File: src/hdl/ecpr_pkg.sv
`timescale 1ns / 1ps

package ecpr_pkg;

   localparam int FRAMES_DEF  = 4;
   localparam int PAGE_BITS   = 20;
   localparam int FRAME_OUT_W = 2;

   typedef enum logic [2:0] {
      ST_IDLE,
      ST_LOOK,
      ST_LOOK_END,
      ST_SCAN,
      ST_FALLBACK,
      ST_FILL,
      ST_HIT
   } state_type;

   typedef enum logic [1:0] {
      RD_IDX,
      RD_SCAN,
      RD_VICTIM,
      RD_HAND
   } rd_sel_type;

   typedef struct packed {
      logic       capture;
      logic       look_step;
      logic       hit_take;
      logic       scan_init;
      logic       scan_step;
      logic       fallback;
      logic       fill_commit;
      logic       hit_commit;
      rd_sel_type rd_sel;
   } dp_cmd_type;

   typedef struct packed {
      logic hit_now;
      logic look_last;
      logic scan_match;
      logic scan_last;
      logic out_busy;
   } dp_status_type;

endpackage

File: src/hdl/ecpr_ifs.sv
`timescale 1ns / 1ps

interface ecpr_req_if;
   import ecpr_pkg::*;
   logic                 valid;
   logic                 ready;
   logic [PAGE_BITS-1:0] page_number;
   logic                 is_write;
   modport source (output valid, page_number, is_write, input ready);
   modport sink (input valid, page_number, is_write, output ready);
endinterface

interface ecpr_rsp_if;
   import ecpr_pkg::*;
   logic                   valid;
   logic                   ready;
   logic                   hit;
   logic [FRAME_OUT_W-1:0] frame_index;
   logic                   evicted_valid;
   logic [PAGE_BITS-1:0]   evicted_page;
   logic                   evicted_dirty;
   logic [FRAME_OUT_W-1:0] hand_position;
   modport source (output valid, hit, frame_index, evicted_valid, evicted_page,
                   evicted_dirty, hand_position, input ready);
   modport sink (input valid, hit, frame_index, evicted_valid, evicted_page,
                 evicted_dirty, hand_position, output ready);
endinterface

File: src/hdl/ecpr_ctrl.sv
`timescale 1ns / 1ps

module ecpr_ctrl (
   input  logic                    clock,
   input  logic                    reset,
   input  logic                    req_valid,
   output logic                    req_ready,
   input  ecpr_pkg::dp_status_type status,
   output ecpr_pkg::dp_cmd_type    cmd
);
   import ecpr_pkg::*;

   state_type state_ff, state_in;

   always_ff @(posedge clock) begin
      if (reset) begin
         state_ff <= ST_IDLE;
      end else begin
         state_ff <= state_in;
      end
   end

   always_comb begin
      state_in  = state_ff;
      req_ready = 1'b0;
      cmd       = '0;
      cmd.rd_sel = RD_IDX;
      case (state_ff)
         ST_IDLE: begin
            req_ready = 1'b1;
            if (req_valid) begin
               cmd.capture = 1'b1;
               state_in    = ST_LOOK;
            end
         end
         ST_LOOK: begin
            cmd.rd_sel = RD_IDX;
            if (status.hit_now) begin
               cmd.hit_take = 1'b1;
               state_in     = ST_HIT;
            end else begin
               cmd.look_step = 1'b1;
               if (status.look_last) begin
                  state_in = ST_LOOK_END;
               end
            end
         end
         ST_LOOK_END: begin
            if (status.hit_now) begin
               cmd.hit_take = 1'b1;
               state_in     = ST_HIT;
            end else begin
               cmd.scan_init = 1'b1;
               state_in      = ST_SCAN;
            end
         end
         ST_SCAN: begin
            cmd.rd_sel    = RD_SCAN;
            cmd.scan_step = 1'b1;
            if (status.scan_match) begin
               state_in = ST_FILL;
            end else if (status.scan_last) begin
               state_in = ST_FALLBACK;
            end
         end
         ST_FALLBACK: begin
            cmd.rd_sel   = RD_HAND;
            cmd.fallback = 1'b1;
            state_in     = ST_FILL;
         end
         ST_FILL: begin
            cmd.rd_sel = RD_VICTIM;
            if (!status.out_busy) begin
               cmd.fill_commit = 1'b1;
               state_in        = ST_IDLE;
            end
         end
         ST_HIT: begin
            if (!status.out_busy) begin
               cmd.hit_commit = 1'b1;
               state_in       = ST_IDLE;
            end
         end
         default: begin
            state_in = ST_IDLE;
         end
      endcase
   end

endmodule

File: src/hdl/ecpr_datapath.sv
`timescale 1ns / 1ps

module ecpr_datapath #(
   parameter int FRAMES = ecpr_pkg::FRAMES_DEF
) (
   input  logic                                clock,
   input  logic                                reset,
   input  ecpr_pkg::dp_cmd_type                cmd,
   output ecpr_pkg::dp_status_type             status,
   input  logic [ecpr_pkg::PAGE_BITS-1:0]      page_number,
   input  logic                                is_write,
   input  logic                                rsp_ready,
   output logic                                rsp_valid,
   output logic                                rsp_hit,
   output logic [ecpr_pkg::FRAME_OUT_W-1:0]    rsp_frame_index,
   output logic                                rsp_evicted_valid,
   output logic [ecpr_pkg::PAGE_BITS-1:0]      rsp_evicted_page,
   output logic                                rsp_evicted_dirty,
   output logic [ecpr_pkg::FRAME_OUT_W-1:0]    rsp_hand_position
);
   import ecpr_pkg::*;

   localparam int IDX_W = $clog2(FRAMES);
   localparam logic [IDX_W-1:0] LAST = IDX_W'(FRAMES - 1);

   logic [PAGE_BITS-1:0] tag_mem [FRAMES];
   logic [PAGE_BITS-1:0] tag_q_ff;
   logic [PAGE_BITS-1:0] page_ff;
   logic                 wr_ff;

   logic [FRAMES-1:0] valid_ff, valid_in;
   logic [FRAMES-1:0] use_ff, use_in;
   logic [FRAMES-1:0] mod_ff, mod_in;
   logic [IDX_W-1:0]  hand_ff, hand_in;

   logic [IDX_W-1:0] idx_ff, cmp_idx_ff, scan_f_ff, scan_k_ff, victim_ff;
   logic [1:0]       pass_ff;
   logic             cmp_go_ff;
   logic [IDX_W-1:0] rd_addr;
   logic [IDX_W-1:0] victim_next;

   logic                   rsp_valid_ff;
   logic                   rsp_hit_ff;
   logic [FRAME_OUT_W-1:0] rsp_frame_ff;
   logic                   rsp_ev_valid_ff;
   logic [PAGE_BITS-1:0]   rsp_ev_page_ff;
   logic                   rsp_ev_dirty_ff;
   logic [FRAME_OUT_W-1:0] rsp_hand_ff;

   function automatic logic [IDX_W-1:0] wrap_inc(input logic [IDX_W-1:0] f);
      logic [IDX_W-1:0] r;
      r = (f == LAST) ? '0 : f + 1'b1;
      return r;
   endfunction

   always_comb begin
      case (cmd.rd_sel)
         RD_IDX:    rd_addr = idx_ff;
         RD_SCAN:   rd_addr = scan_f_ff;
         RD_VICTIM: rd_addr = victim_ff;
         RD_HAND:   rd_addr = hand_ff;
         default:   rd_addr = idx_ff;
      endcase
   end

   assign victim_next = wrap_inc(victim_ff);

   assign status.hit_now    = cmp_go_ff && valid_ff[cmp_idx_ff] && (tag_q_ff == page_ff);
   assign status.look_last  = (idx_ff == LAST);
   assign status.scan_match = !use_ff[scan_f_ff] && (mod_ff[scan_f_ff] == pass_ff[0]);
   assign status.scan_last  = (scan_k_ff == LAST) && (pass_ff == 2'd3);
   assign status.out_busy   = rsp_valid_ff && !rsp_ready;

   // tag store, registered read
   always_ff @(posedge clock) begin
      if (cmd.fill_commit) begin
         tag_mem[victim_ff] <= page_ff;
      end
      tag_q_ff <= tag_mem[rd_addr];
   end

   always_comb begin
      valid_in = valid_ff;
      use_in   = use_ff;
      mod_in   = mod_ff;
      hand_in  = hand_ff;
      // second-chance pass clears use bits it walks over
      if (cmd.scan_step && !status.scan_match && pass_ff[0]) begin
         use_in[scan_f_ff] = 1'b0;
      end
      if (cmd.hit_commit) begin
         use_in[victim_ff] = 1'b1;
         if (wr_ff) begin
            mod_in[victim_ff] = 1'b1;
         end
      end
      if (cmd.fill_commit) begin
         valid_in[victim_ff] = 1'b1;
         use_in[victim_ff]   = 1'b1;
         mod_in[victim_ff]   = wr_ff;
         hand_in             = victim_next;
      end
   end

   always_ff @(posedge clock) begin
      if (reset) begin
         valid_ff  <= '0;
         use_ff    <= '0;
         mod_ff    <= '0;
         hand_ff   <= '0;
         cmp_go_ff <= 1'b0;
      end else begin
         valid_ff  <= valid_in;
         use_ff    <= use_in;
         mod_ff    <= mod_in;
         hand_ff   <= hand_in;
         cmp_go_ff <= cmd.look_step;
      end
   end

   always_ff @(posedge clock) begin
      cmp_idx_ff <= idx_ff;
      if (cmd.capture) begin
         page_ff <= page_number;
         wr_ff   <= is_write;
         idx_ff  <= '0;
      end else if (cmd.look_step) begin
         idx_ff <= idx_ff + 1'b1;
      end
      if (cmd.hit_take) begin
         victim_ff <= cmp_idx_ff;
      end else if (cmd.fallback) begin
         victim_ff <= hand_ff;
      end else if (cmd.scan_step && status.scan_match) begin
         victim_ff <= scan_f_ff;
      end
      if (cmd.scan_init) begin
         scan_f_ff <= hand_ff;
         scan_k_ff <= '0;
         pass_ff   <= '0;
      end else if (cmd.scan_step && !status.scan_match) begin
         if (scan_k_ff == LAST) begin
            scan_k_ff <= '0;
            scan_f_ff <= hand_ff;
            pass_ff   <= pass_ff + 1'b1;
         end else begin
            scan_k_ff <= scan_k_ff + 1'b1;
            scan_f_ff <= wrap_inc(scan_f_ff);
         end
      end
   end

   // result register
   always_ff @(posedge clock) begin
      if (reset) begin
         rsp_valid_ff <= 1'b0;
      end else if (cmd.hit_commit || cmd.fill_commit) begin
         rsp_valid_ff <= 1'b1;
      end else if (rsp_ready) begin
         rsp_valid_ff <= 1'b0;
      end
   end

   always_ff @(posedge clock) begin
      if (cmd.hit_commit) begin
         rsp_hit_ff      <= 1'b1;
         rsp_frame_ff    <= FRAME_OUT_W'(victim_ff);
         rsp_ev_valid_ff <= 1'b0;
         rsp_ev_page_ff  <= '0;
         rsp_ev_dirty_ff <= 1'b0;
         rsp_hand_ff     <= FRAME_OUT_W'(hand_ff);
      end else if (cmd.fill_commit) begin
         rsp_hit_ff      <= 1'b0;
         rsp_frame_ff    <= FRAME_OUT_W'(victim_ff);
         rsp_ev_valid_ff <= valid_ff[victim_ff];
         rsp_ev_page_ff  <= valid_ff[victim_ff] ? tag_q_ff : '0;
         rsp_ev_dirty_ff <= valid_ff[victim_ff] && mod_ff[victim_ff];
         rsp_hand_ff     <= FRAME_OUT_W'(victim_next);
      end
   end

   assign rsp_valid         = rsp_valid_ff;
   assign rsp_hit           = rsp_hit_ff;
   assign rsp_frame_index   = rsp_frame_ff;
   assign rsp_evicted_valid = rsp_ev_valid_ff;
   assign rsp_evicted_page  = rsp_ev_page_ff;
   assign rsp_evicted_dirty = rsp_ev_dirty_ff;
   assign rsp_hand_position = rsp_hand_ff;

endmodule

File: src/hdl/enhanced_clock_page_replacement_unit.sv
`timescale 1ns / 1ps
// Channel   Dir   Payload
// req_if    in    page_number, is_write
// rsp_if    out   hit, frame_index, evicted_valid, evicted_page, evicted_dirty,
//                 hand_position
//
// One item at a time; lookup reads one frame per cycle from the tag store.
// Hit: the result follows a lookup that finds the page. Miss: lookup, then
// scan from the hand (else the hand frame itself) and one fill step.
// The next item is taken the cycle after the result is loaded.
// Synchronous reset clears frame valid, use and modify bits and the hand.
// A new item is taken while a result waits; commit stalls until it is taken.

module enhanced_clock_page_replacement_unit #(
   parameter int FRAMES = ecpr_pkg::FRAMES_DEF
) (
   input logic        clock,
   input logic        reset,
   ecpr_req_if.sink   req_if,
   ecpr_rsp_if.source rsp_if
);
   import ecpr_pkg::*;

   dp_cmd_type    cmd;
   dp_status_type status;

   ecpr_ctrl u_ctrl (
      .clock     (clock),
      .reset     (reset),
      .req_valid (req_if.valid),
      .req_ready (req_if.ready),
      .status    (status),
      .cmd       (cmd)
   );

   ecpr_datapath #(
      .FRAMES (FRAMES)
   ) u_datapath (
      .clock             (clock),
      .reset             (reset),
      .cmd               (cmd),
      .status            (status),
      .page_number       (req_if.page_number),
      .is_write          (req_if.is_write),
      .rsp_ready         (rsp_if.ready),
      .rsp_valid         (rsp_if.valid),
      .rsp_hit           (rsp_if.hit),
      .rsp_frame_index   (rsp_if.frame_index),
      .rsp_evicted_valid (rsp_if.evicted_valid),
      .rsp_evicted_page  (rsp_if.evicted_page),
      .rsp_evicted_dirty (rsp_if.evicted_dirty),
      .rsp_hand_position (rsp_if.hand_position)
   );

endmodule
File: src/flat_wrapper.sv
// flat-port wrapper written by rule: the top's interface ports become plain ports
module enhanced_clock_page_replacement_unit_flat import ecpr_pkg::*;
#(
   parameter int FRAMES = ecpr_pkg::FRAMES_DEF
)
  (clock, reset, req_if_valid, req_if_page_number, req_if_is_write, req_if_ready, rsp_if_valid, rsp_if_hit, rsp_if_frame_index, rsp_if_evicted_valid, rsp_if_evicted_page, rsp_if_evicted_dirty, rsp_if_hand_position, rsp_if_ready);
  ecpr_req_if req_if_i ();
  ecpr_rsp_if rsp_if_i ();
  input logic clock;
  input logic reset;
  input wire logic [$bits(req_if_i.valid)-1:0] req_if_valid;
  input wire logic [$bits(req_if_i.page_number)-1:0] req_if_page_number;
  input wire logic [$bits(req_if_i.is_write)-1:0] req_if_is_write;
  output wire logic [$bits(req_if_i.ready)-1:0] req_if_ready;
  output wire logic [$bits(rsp_if_i.valid)-1:0] rsp_if_valid;
  output wire logic [$bits(rsp_if_i.hit)-1:0] rsp_if_hit;
  output wire logic [$bits(rsp_if_i.frame_index)-1:0] rsp_if_frame_index;
  output wire logic [$bits(rsp_if_i.evicted_valid)-1:0] rsp_if_evicted_valid;
  output wire logic [$bits(rsp_if_i.evicted_page)-1:0] rsp_if_evicted_page;
  output wire logic [$bits(rsp_if_i.evicted_dirty)-1:0] rsp_if_evicted_dirty;
  output wire logic [$bits(rsp_if_i.hand_position)-1:0] rsp_if_hand_position;
  input wire logic [$bits(rsp_if_i.ready)-1:0] rsp_if_ready;
  assign req_if_i.valid = req_if_valid;
  assign req_if_i.page_number = req_if_page_number;
  assign req_if_i.is_write = req_if_is_write;
  assign req_if_ready = req_if_i.ready;
  assign rsp_if_valid = rsp_if_i.valid;
  assign rsp_if_hit = rsp_if_i.hit;
  assign rsp_if_frame_index = rsp_if_i.frame_index;
  assign rsp_if_evicted_valid = rsp_if_i.evicted_valid;
  assign rsp_if_evicted_page = rsp_if_i.evicted_page;
  assign rsp_if_evicted_dirty = rsp_if_i.evicted_dirty;
  assign rsp_if_hand_position = rsp_if_i.hand_position;
  assign rsp_if_i.ready = rsp_if_ready;
  enhanced_clock_page_replacement_unit #(.FRAMES(FRAMES)) u_core (.clock(clock), .reset(reset), .req_if(req_if_i), .rsp_if(rsp_if_i));
endmodule
File: config.mk
export PLATFORM = sky130hd
export DESIGN_NAME = enhanced_clock_page_replacement_unit_flat
export DESIGN_NICKNAME = d
export VERILOG_FILES = /design/src/hdl/ecpr_pkg.sv /design/src/hdl/ecpr_ifs.sv /design/src/hdl/ecpr_ctrl.sv /design/src/hdl/ecpr_datapath.sv /design/src/hdl/enhanced_clock_page_replacement_unit.sv /design/src/flat_wrapper.sv
export SDC_FILE = /design/constraint.sdc
export NUM_CORES = 1
export LEC_CHECK = 0
export BUFFER_PORTS_ARGS = -buffer_cell sky130_fd_sc_hd__clkbuf_2
export CORE_AREA = 2 2 118 120
export DETAILED_ROUTE_END_ITERATION = 10
export DIE_AREA = 0 0 120 122
export GPL_ROUTABILITY_DRIVEN = 1
export PLACE_DENSITY_LB_ADDON = 0.25
export SYNTH_ARGS = -nofsm -noshare
export SYNTH_HDL_FRONTEND = slang
export SYNTH_SLANG_ARGS = --single-unit
File: constraint.sdc
create_clock -name clock -period 2.1 [get_ports clock]
set_input_delay 0.525 -clock clock [delete_from_list [all_inputs] [get_ports clock]]
set_output_delay 0.525 -clock clock [all_outputs]
set_load 0.05 [all_outputs]
**Yosys cells after proc, flatten, opt, wreduce, memory -nomap -nowiden**

Memories as Yosys holds them, arrays and structs flattened. A register that Yosys moved wholly into a read port is not among the register bits.
Index checks and enable logic that the tools add are counted.

- Bits in latches: 0
- ROM bits: 0
- Output and inout port bits: 29
- Memories: 1
- Flip-flop bits (word level): 79
- Input bits: 25
- RAM bits: 80
- Logic and storage cells: 145

Memories:

| memory | words | bits a word | rd ports | clocked after memory_dff | wr ports | RTL line | text |
|---|---|---|---|---|---|---|---|
| u_core.u_datapath.tag_mem | 4 | 20 | 1 | 1 | 1 | ecpr_datapath.sv:26 | `logic [PAGE_BITS-1:0] tag_mem [FRAMES];` |

- $add $sub $neg: 5
- Div/mod/pow operators: 0
- Equal/unequal tests: 20
- Magnitude comparators: 5
- Multiplexer cells: 62
- Bitwise gates (word level): 6
- Multiply operators: 0
- Reductions and logical operators: 25
- Shift-type cells: 0

Operators by type and width:

| cell | count |
|---|---|
| two-way mux 2 bit | 13 |
| two-way mux 1 bit | 24 |
| two-way mux 4 bit | 6 |
| two-way mux 3 bit | 7 |
| equality test 20 bit | 1 |
| two-way mux 20 bit | 1 |
| case mux 3 bit (6 select lines) | 1 |
| bitwise OR 4 bit | 4 |
| equality test 2 bit, second input constant | 7 |
| logical AND 1 bit | 11 |
| adder 2 x 1 -> 2 bit, second input constant | 5 |
| binary-select mux 1 bit (select 2 bit) | 5 |
| equality test 3 bit, second input constant | 3 |
| less-than comparator 2 x 3 -> 1 bit, second input constant | 3 |
| case mux 2 bit (4 select lines) | 1 |
| equality test 3 x 2 -> 1 bit, second input constant | 2 |
| case mux 2 bit (3 select lines) | 1 |
| nonzero test 2 bit | 3 |
| AND 4 bit | 1 |
| bitwise mux 4 bit | 1 |
| demux 1 bit (select 2 bit) | 2 |
| greater-or-equal comparator 2 x 1 -> 1 bit, second input constant | 2 |
| != test 2 bit, second input constant | 2 |
| inverter 4 bit | 1 |
| 13 further kinds | 16 |

**Longest topological paths before layout**

- Depth in word-level cells: 12
- Gate-level depth with buffers: 8
- Mapped depth without buffers: 8

**By module**

From an unflattened synthesis, not the netlist that was laid out.

- Cells, all modules: 420
- Area, all modules: 6723.9 µm²

Modules (own cells, without submodules):

| module | area each (µm²) | seq. area each (µm²) | cells an instance | instances |
|---|---|---|---|---|
| ecpr_datapath | 6422.4 | 4614.4 | 376 | 1 |
| ecpr_ctrl | 301.5 | 60.1 | 44 | 1 |

**Least setup slack after synthesis**

Ideal clock, no wire load.

- Kind: register to register
- Start point: register u_core.u_ctrl.state_ff[0]
- End point: register u_core.u_datapath.page_ff[0], enable pin
- Path slack: -0.697 ns
- Path buffers: 1
- Period minus slack after synthesis: 2.797 ns
- Arrival time: 2.416 ns
- Cell stages (with the launch flop): 4
- Required time: 1.719 ns
- Library setup time: 0.381 ns
- Cells stage by stage: dfxtp_1 -> buf_2 -> nor3_1 -> and2_1

RTL lines:

| what | RTL line | text |
|---|---|---|
| from (decl) | ecpr_ctrl.sv:13 | `state_type state_ff, state_in;` |
| from (signal assigned) | ecpr_ctrl.sv:19 | `state_ff <= state_in;` |
| to (signal assigned) | ecpr_datapath.sv:124 | `page_ff <= page_number;` |
| to (decl) | ecpr_datapath.sv:28 | `logic [PAGE_BITS-1:0] page_ff;` |

**Worst setup path after layout**

- Start point: register u_core.u_datapath.page_ff[13]
- End point: register u_core.u_datapath.victim_ff[1], data pin

- Word-level cells in the longest chain between the ends: 5

RTL lines:

| what | RTL line | text |
|---|---|---|
| equality test 20 bit | ecpr_datapath.sv:68 | `assign status.hit_now = cmp_go_ff && valid_ff[cmp_idx_ff] && (tag_q_ff == page_ff);` |
| logical AND 1 bit | ecpr_datapath.sv:68 |  |
| two-way mux 1 bit | ecpr_ctrl.sv:38, ecpr_ctrl.sv:49 |  |
| two-way mux 1 bit | n/a |  |
| two-way mux 2 bit | ecpr_datapath.sv:130 | `if (cmd.hit_take) begin` |
| to (signal assigned) | ecpr_datapath.sv:131 | `victim_ff <= cmp_idx_ff;` |
| to (signal assigned) | ecpr_datapath.sv:133 | `victim_ff <= hand_ff;` |
| to (signal assigned) | ecpr_datapath.sv:135 | `victim_ff <= scan_f_ff;` |
| to (decl) | ecpr_datapath.sv:36 | `logic [IDX_W-1:0] idx_ff, cmp_idx_ff, scan_f_ff, scan_k_ff, victim_ff;` |

No other way between the ends.
A chain may end at the register's enable or synchronous reset.

==> out/qor_table.md <==
| Metric | Reported | Unit |
| --- | --- | --- |
| Number of standard cells in the layout, taps in and fillers out | 773 | - |
| Number of failing hold endpoints at the final stage | 0 | - |
| Number of antenna-violating nets in the routed design | 0 | - |
| Final Max Slew Viols | 0 | - |
| Number of instances in the placed design | 736 | - |
| Mapped Cells | 477 | - |
| Worst Setup Start Kind | flip-flop | - |
| Synth Register Bits | 179 | - |
| Maximum level of the CTS H-tree | 4 | - |
| Share of synthesized area occupied by flip-flops and latches | 0.675 | - |
| Relative slew slack | 0.690 | - |
| Area share of the leading cell type in the synthesized netlist | 0.473 | - |
| Syn Std Cell Area | 0.00693 | mm2 |
| Half-perimeter wire length after detailed placement | 9.51 | mm |
| Routed vias | 4,225 | - |
| Largest fanout on the critical path | 7 | - |
| Area growth syn-to-layout | 23.4 | % |
| Setup TNS | -0.234 | ps |
| All-Layer GR Usage | 0.206 | - |
| Detailed-routing iteration count for the pre-antenna-repair pass | 7 | - |
| Class of the most critical setup path | reg -> reg | - |
| Die outline height | 122 | um |
| Worst slack on hold paths | 275 | ps |
| Iteration-0 DRC count of the detailed router | 324 | - |
| Insertion delay of the later-clocked pin in the worst-skew pair | 420 | ps |
| Worst Tran Pin Value | 462 | ps |
| Share of async-settable or async-resettable flops after synthesis | 0 | - |
| Unrepaired setup endpoints after global routing | true | - |
| Remaining global-route overflow | 0 | - |
| Type of the worst min-delay path | in -> reg | - |
| Initial Util | 0.513 | - |
| Number of nets in the finished design | 616 | - |
| Average wire length per cell after detail routing | 18.5 | um |
| Buffer levels on the longest clock path | 2 | - |
| Number of placement rows | 43 | - |
| First-pass GRT wire length | 22.3 | mm |
| Input/output buffers | 53 | - |
| Max_cap viols | 0 | - |
| CTS Root Cell | sky130_fd_sc_hd__clkbuf_16 | - |
| Most used cells in the layout excluding fill and tap cells | sky130_fd_sc_hd__edfxtp_1, sky130_fd_sc_hd__dfxtp_1, sky130_fd_sc_hd__mux2i_1, sky130_fd_sc_hd__clkbuf_2, sky130_fd_sc_hd__buf_4 | - |
| Net count of the mapped netlist | 513 | - |
| Synth warnings | 0 | - |
| Dominant synthesized flop cell | sky130_fd_sc_hd__edfxtp_1 | - |
| Antenna diode count | 0 | - |
| Post-synth EDFFs | 109 | - |
| Vias in the first global route | 4,242 | - |
| Placeable core region | 0.0135 | mm2 |
| Number of vias per cell | 5.47 | - |
| Fraction of final layout cells sized beyond drive strength 1 | 0.270 | - |
| Routed wire length | 14.3 | mm |
| Result of the run | complete, but fails checks | - |
| Area of all placed cells without fillers | 0.00854 | mm2 |
| Number of sinks handled by clock tree synthesis | 179 | - |
| Most common cell after layout, fill and taps aside | sky130_fd_sc_hd__edfxtp_1 | - |
| Max Freq | 0.476 | GHz |
| Final critical-path setup slack | -0.234 | ps |
| Number of endpoints failing setup at the final stage | 1 | - |
| Fraction of the core area covered by cells at the end of the flow | 0.633 | - |
| Clk pin slew, worst setup/hold paths | 60 | ps |
| DRC violations left | 0 | - |
| Cell area power density | 1120 | mW/mm2 |
| Final worst path period share | 1.00 | - |
| Cts bufs inserted | 17 | - |
| Time the worst path needs with I/O delays and setup | 2100 | ps |
| Worst endpoint required time | 2270 | ps |
| Post-placement setup slack | -119 | ps |
| Final setup skew | 10.4 | ps |
| Arrival time of data at the critical path endpoint | 2270 | ps |
| Per-instance average area after synthesis | 14.5 | um2 |
| Area of the die | 0.0146 | mm2 |
| Dominant cells by area after synthesis | sky130_fd_sc_hd__edfxtp_1, sky130_fd_sc_hd__dfxtp_1, sky130_fd_sc_hd__mux2i_1 | - |
| Number of top-level design ports | 54 | - |
| Failing checks | negative setup slack | - |
| Leakage power | 3.22 | nW |
| Dominant cell type by area after synthesis | sky130_fd_sc_hd__edfxtp_1 | - |
| Total Power | 9.58 | mW |
| Count of different cell masters after synthesis | 51 | - |
| Maximum vdd drop | 618 | uV |
| Antenna violations before repair | 0 | - |
| TritonCTS clock tree | built | - |
| Die X-Extent | 120 | um |
| Final weighted congestion in routability-driven placement | 0.829 | - |
| Endpoint kind of the worst setup timing path | flip-flop | - |
| Area of placed instances | 0.00779 | mm2 |
| Pin count of the biggest net entering global routing | 24 | - |
## sequential cells by signal (all words and copies together) (netlist names), 3 cells and up, named ones only
name and count:
u_core.u_datapath.valid_ff 4, u_core.u_datapath.tag_mem 80, u_core.u_datapath.rsp_evicted_page 20, u_core.u_datapath.tag_q_ff 20, u_core.u_datapath.page_ff 20, u_core.u_datapath.use_ff 4, u_core.u_ctrl.state_ff 3
## synth_stat cells (2+ instances only)
master,number
sky130_fd_sc_hd__nor2_1,33
sky130_fd_sc_hd__a41oi_1,2
sky130_fd_sc_hd__a21oi_1,7
sky130_fd_sc_hd__nand2b_1,3
sky130_fd_sc_hd__inv_1,15
sky130_fd_sc_hd__nand3_1,5
sky130_fd_sc_hd__o21a_1,2
sky130_fd_sc_hd__nor4_1,2
sky130_fd_sc_hd__buf_2,11
sky130_fd_sc_hd__mux4_2,4
sky130_fd_sc_hd__mux2i_1,69
sky130_fd_sc_hd__mux2_2,3
sky130_fd_sc_hd__nand2_1,18
sky130_fd_sc_hd__xor2_1,8
sky130_fd_sc_hd__a221o_1,2
sky130_fd_sc_hd__nand4_1,7
sky130_fd_sc_hd__a22o_1,21
sky130_fd_sc_hd__dfxtp_1,70
sky130_fd_sc_hd__o21ai_1,2
sky130_fd_sc_hd__edfxtp_1,109
sky130_fd_sc_hd__ha_1,11
sky130_fd_sc_hd__buf_6,3
sky130_fd_sc_hd__a31oi_1,2
sky130_fd_sc_hd__o21ai_0,8
sky130_fd_sc_hd__clkbuf_1,5
sky130_fd_sc_hd__a211oi_1,2
sky130_fd_sc_hd__nor3_1,7
sky130_fd_sc_hd__nand3b_1,2
sky130_fd_sc_hd__a22oi_1,2
sky130_fd_sc_hd__a32oi_1,4
sky130_fd_sc_hd__and2_1,4
sky130_fd_sc_hd__xnor2_1,15
## cell type report
type,instances,area (um2)
clock inverter,10,165
timing repair buffer,103,759
inverter,16,60.1
tap,180,225
sequential,179,4670
multi-input combinational,263,2150
fill,1002,4960
clock buffer,22,507
## per-layer routing
layer | wire length (um) | global-route usage | vias to the layer above
met2 | 7430 | 0.359 | 112
met3 | 626 | 0.0482 | 25
met1 | 5850 | 0.245 | 2087
met4 | 369 | 0.0904 | 0
li1 | - | - | 2001
met5 | 0 | 0 | -
## where the power goes
part / switching, mW / total (mW) / internal, mW
clock network: 1.26 / 3.47 / 2.20
registers: 0.290 / 4.35 / 4.06
logic: 0.882 / 1.76 / 0.880
## critical path, stage by stage, from the launching register on
cell and delay [ps]:
sky130_fd_sc_hd__edfxtp_1 410, sky130_fd_sc_hd__xor2_1 190, sky130_fd_sc_hd__nand4bb_1 210, sky130_fd_sc_hd__nor4_2 300
sky130_fd_sc_hd__and4b_2 360, sky130_fd_sc_hd__a211oi_1 90, sky130_fd_sc_hd__a221o_1 290
## cells by family (layout without fill, tap and decap cells)
group,Yosys count,after routing,share of synthesized area
xor gates and xnor gates,23,23,0.0291
DFF,179,179,0.675
buffers and inverters,35,151,0.0242
muxes,76,76,0.118
and+or+nand+nor,89,89,0.0630
AOI/OAI and AO/OA,64,64,0.0714
adders and majority gates,11,11,0.0199
## repair_timing
| action | CTS | global route |
|---|---|---|
| endpoints found under the setup margin | 6 | 9 |
| pin swaps | 1 | 4 |
| buffers inserted | 1 | 4 |
| hold buffers | 0 | 0 |
| resized for setup | 6 | 5 |
## path summary, 6_finish.rpt
| path | slack [ps] | startpoint | end | depth (start not counted) |
|---|---|---|---|---|
| setup reg to reg | -0.2 | u_core.u_datapath.page_ff[13] | u_core.u_datapath.victim_ff[1] | 6 |
| hold reg to reg | 440 | u_core.u_datapath.idx_ff[0] | u_core.u_datapath.cmp_idx_ff[0] | 0 |
| hold / removal | 270 | req_if_page_number[3] | u_core.u_datapath.page_ff[3] | 1 |
| setup / recovery | -0.2 | u_core.u_datapath.page_ff[13] | u_core.u_datapath.victim_ff[1] | 6 |
Note: power is estimated with default switching activity, not from simulation.
